[src/hdl/ttce_pkg.sv]
// Text console character engine: shared types, codes and constants.
// Used by every module of the block but ttce_ram; depends on nothing.

package ttce_pkg;

    // Default screen geometry
    localparam int DEF_COLUMNS = 80;
    localparam int DEF_ROWS    = 25;

    // Port field widths
    localparam int OPC_W   = 2;
    localparam int CHAR_W  = 8;
    localparam int POSC_W  = 7;
    localparam int POSR_W  = 5;
    localparam int CELL_W  = 16;
    localparam int COLR_W  = 4;

    // Character codes with a meaning of their own
    localparam logic [CHAR_W-1:0] CH_BS    = 8'h08;
    localparam logic [CHAR_W-1:0] CH_TAB   = 8'h09;
    localparam logic [CHAR_W-1:0] CH_LF    = 8'h0A;
    localparam logic [CHAR_W-1:0] CH_CR    = 8'h0D;
    localparam logic [CHAR_W-1:0] CH_SPACE = 8'h20;

    // Attribute after reset and the blank cell that goes with it
    localparam logic [7:0]        RESET_ATTR  = 8'h07;
    localparam logic [CELL_W-1:0] RESET_BLANK = {RESET_ATTR, CH_SPACE};
    localparam logic [COLR_W-1:0] RESET_FORE  = 4'h7;
    localparam logic [COLR_W-1:0] RESET_BACK  = 4'h0;

    // Tab stops every eight columns
    localparam int TAB_STEP = 8;

    typedef enum logic [OPC_W-1:0] {
        OP_PUT    = 2'd0,
        OP_CLEAR  = 2'd1,
        OP_SETPOS = 2'd2,
        OP_READ   = 2'd3
    } t_opcode;

    typedef enum logic [0:0] {
        CFG_FORE = 1'b0,
        CFG_BACK = 1'b1
    } t_cfg_idx;

    // Classified command kinds
    typedef enum logic [2:0] {
        K_WRITE,
        K_NEWLINE,
        K_RETURN,
        K_BACKSPACE,
        K_TAB,
        K_CLEAR,
        K_SETPOS,
        K_READ
    } t_kind;

    typedef struct packed {
        t_kind              kind;
        logic [CHAR_W-1:0]  ch;
        logic [POSC_W-1:0]  col;
        logic [POSR_W-1:0]  row;
        logic               in_range;
    } t_cmd;

    typedef struct packed {
        logic [POSC_W-1:0] col;
        logic [POSR_W-1:0] row;
        logic [CELL_W-1:0] cell_data;
        logic              scroll;
    } t_result;

    typedef enum logic [1:0] {
        ST_FILL,
        ST_IDLE,
        ST_READ
    } t_state;

endpackage

[src/hdl/ttce_front.sv]
// Front end: accepts input transactions, classifies them into commands
// and holds them in a two-entry queue for the back end. Uses ttce_pkg.

module ttce_front #(
    parameter int COLUMNS = ttce_pkg::DEF_COLUMNS,
    parameter int ROWS    = ttce_pkg::DEF_ROWS
) (
    input  logic                        i_clk,
    input  logic                        i_rst_n,
    input  logic                        i_hold,
    input  logic                        i_in_valid,
    output logic                        o_in_ready,
    input  logic [ttce_pkg::OPC_W-1:0]  i_opcode,
    input  logic [ttce_pkg::CHAR_W-1:0] i_char_code,
    input  logic [ttce_pkg::POSC_W-1:0] i_pos_col,
    input  logic [ttce_pkg::POSR_W-1:0] i_pos_row,
    output logic                        o_cmd_valid,
    output ttce_pkg::t_cmd              o_cmd,
    input  logic                        i_cmd_pop
);

    ttce_pkg::t_cmd r_q [2];
    logic           r_wptr;
    logic           r_rptr;
    logic [1:0]     r_count;
    logic [1:0]     n_count;
    ttce_pkg::t_cmd cls;
    logic           push;

    // classify the incoming item
    always_comb begin
        cls.ch       = i_char_code;
        cls.col      = i_pos_col;
        cls.row      = i_pos_row;
        cls.in_range = ({1'b0, i_pos_col} < (ttce_pkg::POSC_W+1)'(COLUMNS)) &&
                       ({1'b0, i_pos_row} < (ttce_pkg::POSR_W+1)'(ROWS));
        unique case (ttce_pkg::t_opcode'(i_opcode))
            ttce_pkg::OP_PUT: begin
                unique case (i_char_code)
                    ttce_pkg::CH_LF:  cls.kind = ttce_pkg::K_NEWLINE;
                    ttce_pkg::CH_CR:  cls.kind = ttce_pkg::K_RETURN;
                    ttce_pkg::CH_BS:  cls.kind = ttce_pkg::K_BACKSPACE;
                    ttce_pkg::CH_TAB: cls.kind = ttce_pkg::K_TAB;
                    default:          cls.kind = ttce_pkg::K_WRITE;
                endcase
            end
            ttce_pkg::OP_CLEAR:  cls.kind = ttce_pkg::K_CLEAR;
            ttce_pkg::OP_SETPOS: cls.kind = ttce_pkg::K_SETPOS;
            ttce_pkg::OP_READ:   cls.kind = ttce_pkg::K_READ;
            default:             cls.kind = ttce_pkg::K_READ;
        endcase
    end

    assign o_in_ready  = (r_count != 2'd2) && !i_hold;
    assign push        = i_in_valid && o_in_ready;
    assign o_cmd_valid = (r_count != 2'd0);
    assign o_cmd       = r_q[r_rptr];

    always_comb begin
        n_count = r_count;
        if (push && !i_cmd_pop) begin
            n_count = r_count + 2'd1;
        end else if (!push && i_cmd_pop) begin
            n_count = r_count - 2'd1;
        end
    end

    // queue storage
    always_ff @(posedge i_clk) begin
        if (push) begin
            r_q[r_wptr] <= cls;
        end
    end

    // queue pointers
    always_ff @(posedge i_clk) begin
        if (!i_rst_n) begin
            r_wptr  <= 1'b0;
            r_rptr  <= 1'b0;
            r_count <= 2'd0;
        end else begin
            if (push) begin
                r_wptr <= ~r_wptr;
            end
            if (i_cmd_pop) begin
                r_rptr <= ~r_rptr;
            end
            r_count <= n_count;
        end
    end

endmodule

[config.mk]
export PLATFORM = sky130hd
export DESIGN_NAME = ttce_front
export DESIGN_NICKNAME = d
export VERILOG_FILES = /design/src/hdl/ttce_pkg.sv /design/src/hdl/ttce_front.sv
export SDC_FILE = /design/constraint.sdc
export NUM_CORES = 1
export LEC_CHECK = 0
export ABC_AREA = 1
export BUFFER_PORTS_ARGS = -buffer_cell sky130_fd_sc_hd__buf_4
export CORE_UTILIZATION = 56
export CTS_CLUSTER_DIAMETER = 80
export DETAILED_ROUTE_END_ITERATION = 6
export PLACE_DENSITY = 0.83
export SETUP_SLACK_MARGIN = 0.3
export SLEW_MARGIN = 30
export SYNTH_ARGS = -nofsm -noshare
export SYNTH_HDL_FRONTEND = slang
export SYNTH_SLANG_ARGS = --single-unit
[constraint.sdc]
create_clock -name i_clk -period 3.8 [get_ports i_clk]
set_input_delay 1.14 -clock i_clk [delete_from_list [all_inputs] [get_ports i_clk]]
set_output_delay 1.14 -clock i_clk [all_outputs]
set_load 0.005 [all_outputs]
==> results by group, run 1 <==
Clocking
  • Skew-Pair Late Insertion Delay: 0.31 ns
  • Clock slew at reported path FFs: 0.09 ns
  • Number of setup buffers added after CTS: 0
  • Clock buffer count from CTS: 5
  • # resized after CTS: 0
  • TritonCTS clock tree: done
  • Longest Clk Path Bufs: 2
  • # clock sinks: 53
  • Clock tree root driver cell: clkbuf_8
  • CTS Hold Bufs: 0
  • H-tree levels: 2

Floorplanning
  • Die footprint: 4170 um^2
  • Die Span Y: 64.6 um
  • Die W: 64.6 um
  • Initial core utilization: 0.590
  • Core area: 3720 um^2
  • # IOs: 53
  • Site Rows: 22

Status
  • Status: finished, final reports clean

Placed design
  • HPWL after DPL: 2.56 mm
  • Dpl cell area: 2620 um^2
  • Worst slack at placement: 1.18 ns
  • PortBufs: 52
  • Routability cong.: 0.678
  • Cells after DPL: 238

Setup path
  • Max incr delay on CP: 0.12 ns
  • Crit Path Category: in2out
  • CP max-delay cell: buf_4
  • Most used cell, CP: buf_4
  • Cell Chain, Critical Path: buf_4 -> a21oi_1 -> buf_4
  • CP required: 2.66 ns
  • Crit start category: input pin
  • Crit path max fanout: 2
  • CP Buf/Inv Count: 2
  • CP Capture Type: primary output
  • Arr. time, crit path: 1.48 ns
  • Top cell family by delay on the critical path: buffers and inverters

Global routing
  • Met3 Track Usage GR: 0.0757
  • Largest net degree at the start of global routing: 25
  • All-Layer GR Usage: 0.191
  • Met1 usage: 0.195
  • GR Overflow Total: 0
  • Gr busiest metal: met2
  • Vias in the first global route: 1275
  • First-pass GRT wire length: 5.62 mm
  • Met2 Use GR: 0.333
  • Initial antenna violation count: 0

Pwr
  • PD cells: 422 nW/um^2
  • Switching Share: 0.226
  • Sw power: 0.259 mW
  • Total power: 1.14 mW
  • Leakage: 1.12 nW
  • Comb power frac: 0.137
  • Clock power share: 0.274
  • P_int: 0.884 mW
  • Worst VDD drop: 0.239 mV
  • Sequential power share: 0.589

Yosys
  • Syn Area/Cell: 15.9 um^2
  • Synth cell types: 17
  • Count leader, synth: edfxtp_1
  • Post-synth ARST share: 0
  • Mapped Area: 2190 um^2
  • Synth top area share: 0.657
  • Synthesized instance count: 138
  • Net Count, Synth: 166
  • EDFF count, synth: 48
  • Leading register cell type out of synthesis: edfxtp_1
  • Synthesis-stage register bit count: 53
  • Sequential share of the synthesized area: 0.703
  • YS warnings: 0
  • Synth area leaders: edfxtp_1, mux2_4, dfxtp_1
  • Top cells by instance count after synthesis: edfxtp_1, mux2_4, inv_1, nand2_1, nor2_1
  • Cell taking the most area after synthesis: edfxtp_1

Cells and area
  • Layout fillers: 246
  • Nets: 225
  • Share of post-route cells with drive strength above 1: 0.444
  • Post-Layout Inst Area: 2710 um^2
  • Diodes inserted: 0
  • Area grow syn2layout: 23.4%
  • Non-filler instance count after layout: 246

Timing
  • Slew HR: 0.434
  • Minimum clock period after layout: 2.62 ns
  • Period utilization: 0.689
  • RSZ-0062 raised after global routing: no
  • Max Fclk: 0.382 GHz
  • Setup slack after layout: 1.18 ns
  • Final TNS setup: 0 ns
  • Hold Fails Final Rpt: 0
  • Final setup viols: 0
  • Slew Viols, Final: 0
  • Measured slew at the worst slew-check pin: 0.843 ns
  • Clock Skew: 0.00848 ns

Drt
  • WL per Instance: 14.4 um
  • Via-to-Cell Ratio: 5.12
  • DR DRC count: 0
  • Iteration-0 DRC Markers: 44
  • Pre-antenna DRT Iters: 4
  • Post-Route WL: 3.53 mm
  • Vias: 1260
  • Final ANT Viol Nets: 0

Flow run
  • Max-cap violations: 0

Worst hold path
  • Worst min path class: reg2reg
==> cell usage in the layout (no fill, tap or decap), types with 2 or more instances in the layout <==
| master | count |
|---|---|
| nor2_1 | 10 |
| o21ai_0 | 3 |
| clkbuf_8 | 5 |
| dfxtp_1 | 5 |
| buf_4 | 55 |
| nand2_1 | 15 |
| edfxtp_1 | 48 |
| nand4_1 | 3 |
| mux2_2 | 4 |
| inv_1 | 14 |
| a21oi_1 | 2 |
| mux2_4 | 20 |
| nand3_1 | 5 |
==> registers in the layout, summed over array words and instances (netlist names), named ones only <==
register  count
r_wptr        1
r_rptr        1
r_count       2
r_q          48
==> stage by stage <==
stage | utilization | hold slack [ns]
2_1_floorplan | - | 0.463
3_3_place_gp | 0.704 | 0.475
3_5_place_dp | 0.704 | 0.495
4_1_cts | 0.729 | 0.527
5_1_grt | 0.729 | 0.558
6_report | 0.729 | 0.525
==> final timing paths <==
path                                  from          to  slack, ns  cells past startpoint
worst min-delay path                r_rptr        flop       0.53                      2
worst min register to register      r_rptr        flop       0.53                      2
worst max register to register  r_count[0]  r_q[1][23]       1.95                      4
worst max-delay path                i_hold  o_in_ready       1.18                      3
==> final cells by class <==
class | instances | area (um^2) | share of cell area
tap | 48 | 60.1 | 0.0222
multi-input combinational | 67 | 547 | 0.202
clock inverter | 3 | 21.3 | 0.00786
clock buffer | 5 | 68.8 | 0.0254
timing repair buffer | 55 | 413 | 0.152
sequential | 53 | 1540 | 0.569
inverter | 15 | 56.3 | 0.0208
==> metal layers <==
metal	wire length, um	up-vias
met1	1330	600
met4	98	0
met5	0	-
met3	197	10
li1	-	609
met2	1900	41
==> worst register-to-register path, cell delays in order (launching register included) <==
cell and delay [ns]:
dfxtp_1 0.32, inv_1 0.15, nand2_1 0.10, nand4_1 0.10
clkinv_1 0.67
==> logic make-up after synthesis <==
| logic type | after synthesis | share of synthesized area |
|---|---|---|
| multiplexers | 24 | 0.157 |
| AO/OA/AOI/OAI | 7 | 0.0183 |
| AND/OR/NAND/NOR | 35 | 0.0667 |
| adder cells (fa/ha/maj) | 1 | 0.00570 |
| flip-flops | 53 | 0.703 |
| buffers and inverters | 18 | 0.0491 |
==> power by group through the flow <==
stage / clock network [mW] / registers, mW / logic [mW]
floorplan: 0 / 0.684 / 0.0876
global placement: 0 / 0.684 / 0.151
detailed placement: 0 / 0.686 / 0.158
CTS: 0.317 / 0.673 / 0.159
global route: 0.343 / 0.675 / 0.172
finish: 0.313 / 0.673 / 0.157
Power figures use the tool's default switching activity.
==> run 2, diff against run 1 <==
--- a/config.mk
+++ b/config.mk
@@ -5,12 +5,12 @@
 export SDC_FILE = /design/constraint.sdc
 export NUM_CORES = 1
 export LEC_CHECK = 0
-export ABC_AREA = 1
+export ABC_AREA = 0
 export BUFFER_PORTS_ARGS = -buffer_cell sky130_fd_sc_hd__buf_4
-export CORE_UTILIZATION = 56
+export CORE_UTILIZATION = 47
 export CTS_CLUSTER_DIAMETER = 80
 export DETAILED_ROUTE_END_ITERATION = 6
-export PLACE_DENSITY = 0.83
+export PLACE_DENSITY = 0.75
 export SETUP_SLACK_MARGIN = 0.3
 export SLEW_MARGIN = 30
 export SYNTH_ARGS = -nofsm -noshare
==> constraint.sdc (replaced) <==
create_clock -name i_clk -period 2.3 [get_ports i_clk]
set_input_delay 0.69 -clock i_clk [delete_from_list [all_inputs] [get_ports i_clk]]
set_output_delay 0.69 -clock i_clk [all_outputs]
set_load 0.005 [all_outputs]
==> run 2 against run 1 <==
  * Via count is 8.4% lower
  * Die area is 12% higher
  * Hold slack worse by 0.016 ns
  * Non-clock buffer count is 2 higher
  * Combinational power is 94% higher
  * Final cell count is 8.9% lower
  * Clock skew is 0.0016 ns lower
  * Count of clock-buffer cells in the layout stayed put
  * First-iteration DRC count is 45% higher
  * Highest routed layer unchanged
==> results by group, run 2 <==
Yosys
  • Leading register cell type out of synthesis: edfxtp_1
  • Synth cell types: 25 (+8)
  • Cell taking the most area after synthesis: edfxtp_1
  • YS warnings: 0 (unchanged)
  • Synth area leaders: edfxtp_1, mux2_2, dfxtp_1
  • Sequential share of the synthesized area: 0.745 (+0.0421)
  • Syn Area/Cell: 18.3 um^2 (+15%)
  • EDFF count, synth: 48 (unchanged)
  • Post-synth ARST share: 0 (unchanged)
  • Synthesized instance count: 113 (-18%)
  • Top cells by instance count after synthesis: edfxtp_1, mux2_2, and2_1, dfxtp_1
  • Net Count, Synth: 141 (-15%)
  • Count leader, synth: edfxtp_1
  • Synthesis-stage register bit count: 53 (unchanged)
  • Mapped Area: 2070 um^2 (-5.6%)
  • Synth top area share: 0.696 (+0.0393)

Cells and area
  • Nets: 202 (-10%)
  • Share of post-route cells with drive strength above 1: 0.557 (+0.113)
  • Largest register FFs: 48 (unchanged)
  • Area grow syn2layout: 31.3%
  • Regs by FF count: r_q x48, r_count x2
  • Biggest register: r_q
  • Most common cell after layout, fill and taps aside: buf_4
  • Non-filler instance count after layout: 224 (-8.9%)
  • Diodes inserted: 0 (unchanged)
  • Commonest cells after routing, fill and taps aside: buf_4, edfxtp_1, mux2_2

Timing
  • Hold Fails Final Rpt: 0 (unchanged)
  • Minimum clock period after layout: 1.99 ns
  • Slew HR: 0.770 (+0.336)
  • RSZ-0062 raised after global routing: yes
  • Measured slew at the worst slew-check pin: 0.340 ns (-0.503 ns)
  • Final TNS setup: 0 ns (unchanged)
  • Max Fclk: 0.502 GHz
  • Clock Skew: 0.00686 ns (-0.00162 ns)
  • Final setup viols: 0 (unchanged)
  • Period utilization: 0.866
  • Slew Viols, Final: 0 (unchanged)

Drt
  • WL per Instance: 16.6 um (+16%)
  • DR DRC count: 0 (unchanged)
  • Via-to-Cell Ratio: 5.15 (+0.58%)
  • Pre-antenna DRT Iters: 4 (unchanged)
  • Vias: 1154 (-8.4%)
  • Iteration-0 DRC Markers: 64 (+45%)
  • Final ANT Viol Nets: 0 (unchanged)
  • Post-Route WL: 3.72 mm (+5.4%)

Global routing
  • Largest net degree at the start of global routing: 25 (unchanged)
  • GR Overflow Total: 0 (unchanged)
  • Initial antenna violation count: 0 (unchanged)
  • Vias in the first global route: 1184 (-7.1%)
  • All-Layer GR Usage: 0.174 (-0.0167)
  • First-pass GRT wire length: 5.61 mm (-0.25%)

Placed design
  • PortBufs: 52 (unchanged)
  • Routability cong.: 0.780 (+15%)
  • Cells after DPL: 216 (-9.2%)
  • HPWL after DPL: 2.56 mm (about the same)

Pwr
  • Clock power share: 0.291 (+0.017)
  • P_int: 1.61 mW (+82%)
  • Sequential power share: 0.558 (-0.031)
  • Sw power: 0.415 mW (+60%)
  • PD cells: 744 nW/um^2 (+76%)
  • Worst VDD drop: 0.526 mV (+120%)
  • Comb power frac: 0.151 (+0.014)
  • Leakage: 1.02 nW (-8.4%)
  • Switching Share: 0.205 (-0.0211)

Floorplanning
  • Site Rows: 23 (+4.5%)
  • Die W: 68.4 um (+5.8%)
  • Core area: 4120 um^2 (+11%)
  • Die Span Y: 68.4 um (+5.8%)
  • # IOs: 53 (unchanged)
  • Initial core utilization: 0.503 (-0.0873)
  • Die footprint: 4670 um^2 (+12%)

Clocking
  • H-tree levels: 2 (unchanged)
  • # clock sinks: 53 (unchanged)
  • Skew-Pair Late Insertion Delay: 0.29 ns (-0.02 ns)
  • Clock slew at reported path FFs: 0.08 ns (about the same)
  • Number of setup buffers added after CTS: 0 (unchanged)
  • Clock tree root driver cell: clkbuf_8
  • TritonCTS clock tree: done
  • CTS Hold Bufs: 0 (unchanged)
  • Longest Clk Path Bufs: 2 (unchanged)
  • Clock buffer count from CTS: 5 (unchanged)

Setup path
  • Cell Chain, Critical Path: buf_6 -> mux2_2 -> buf_4
  • CP max-delay cell: dfxtp_4
  • R2R Setup Slk: 0.62 ns (-1.33 ns)
  • Crit start category: flop
  • Crit path max fanout: 7 (+5)
  • CP Buf/Inv Count: 2 (unchanged)
  • R2R Path End: r_count[1]
  • CP Capture Type: primary output
  • CP required: 1.61 ns (-1.05 ns)
  • Crit Path Category: reg2out
  • R2r worst-path depth: 5 (+1)
  • FF-to-FF Start: r_count[0]
  • Max incr delay on CP: 0.38 ns (+0.26 ns)
  • Arr. time, crit path: 1.30 ns (-0.18 ns)
  • Top cell family by delay on the critical path: flip-flops

Flow run
  • Max-cap violations: 0 (unchanged)

Worst hold path
  • Min-Delay Endpoint: r_count[1]
  • Hold Path Origin: r_count[1]
  • Worst min path class: reg2reg
  • Worst hold stages: 2 (unchanged)

Status
  • Status: finished, final reports clean
## run 2: changes by cell type in the layout (fill, tap and decap cells not counted), moves of 3 or more
cell and delta:
and2_1 +5, buf_12 +3, buf_4 -3, inv_1 -12, mux2_2 +17, mux2_4 -17, nand2_1 -13, nand3_1 -5
nand4_1 -3, nor2_1 -8
## run 2: cell families (layout without fill, tap and decap cells)
group | after synthesis | count (layout) | synth area share
AO/OA/AOI/OAI | 7 | 7 | 0.0284
XOR/XNOR | 4 | 4 | 0.0169
buffers and inverters | 5 | 66 | 0.0109
adder cells (fa/ha/maj) | 1 | 1 | 0.00604
flip-flops | 53 | 53 | 0.745
AND/OR/NAND/NOR | 18 | 18 | 0.0574
multiplexers | 25 | 25 | 0.135
## run 2: what timing repair did
item,in CTS,in global routing
resized for setup,6,5
endpoints found under the hold margin,0,0
gates cloned,1,0
setup endpoints to repair,24,24
## run 2: cell type report
class                      count  area [um^2]
clock buffer                   5         68.8
clock inverter                 2         35.0
fill                         325         1400
inverter                       2         7.51
multi-input combinational     55          524
sequential                    53         1550
tap                           50         62.6
timing repair buffer          57          473
## run 2: worst reg2reg max path, stage by stage (launching register included)
cell,delay [ns]
dfxtp_1,0.41
nor2b_1,0.09
nor3b_2,0.28
ha_1,0.33
or3_1,0.36
a21boi_0,0.15
## run 2: how the worst max path moves through the flow
stage	slack (ns)	endpoint	depth (start not counted)
2_1_floorplan	0.30	r_q[1][0]	2
3_3_place_gp	0.35	r_count[1]	5
3_5_place_dp	0.27	r_count[1]	5
4_1_cts	0.30	o_cmd[7]	3
5_1_grt	0.27	o_cmd[6]	3
6_report	0.31	o_cmd[3]	3
## run 2: power groups by stage
| stage | clock network [mW] | logic (mW) | registers, mW |
|---|---|---|---|
| 4_1_cts | 0.597 | 0.302 | 1.13 |
| 6_report | 0.588 | 0.305 | 1.13 |
| 3_3_place_gp | 0 | 0.282 | 1.14 |
| 3_5_place_dp | 0 | 0.293 | 1.15 |
| 2_1_floorplan | 0 | 0.137 | 1.14 |
| 5_1_grt | 0.637 | 0.331 | 1.13 |
## run 2: metal layers
layer  global-route usage  part of all wire  wire length [um]  up-vias
met1                0.195              0.39              1440      572
met3               0.0450             0.042               158        5
li1                     -                 -                 -      549
met4               0.0625             0.013                48        0
met2                0.315              0.56              2070       28
met5                    0                 0                 0        -
## run 2: through the flow
stage | setup slack (ns) | hold WS (ns) | total power [mW] | utilization | area [um^2]
3_3_place_gp | 0.350 | 0.482 | 1.43 | 0.625 | 2570
4_1_cts | 0.299 | 0.515 | 2.03 | 0.655 | 2700
3_5_place_dp | 0.268 | 0.502 | 1.44 | 0.625 | 2570
2_1_floorplan | 0.295 | 0.468 | 1.28 | - | 2080
6_report | 0.309 | 0.509 | 2.02 | 0.660 | 2720
5_1_grt | 0.266 | 0.546 | 2.10 | 0.660 | 2720
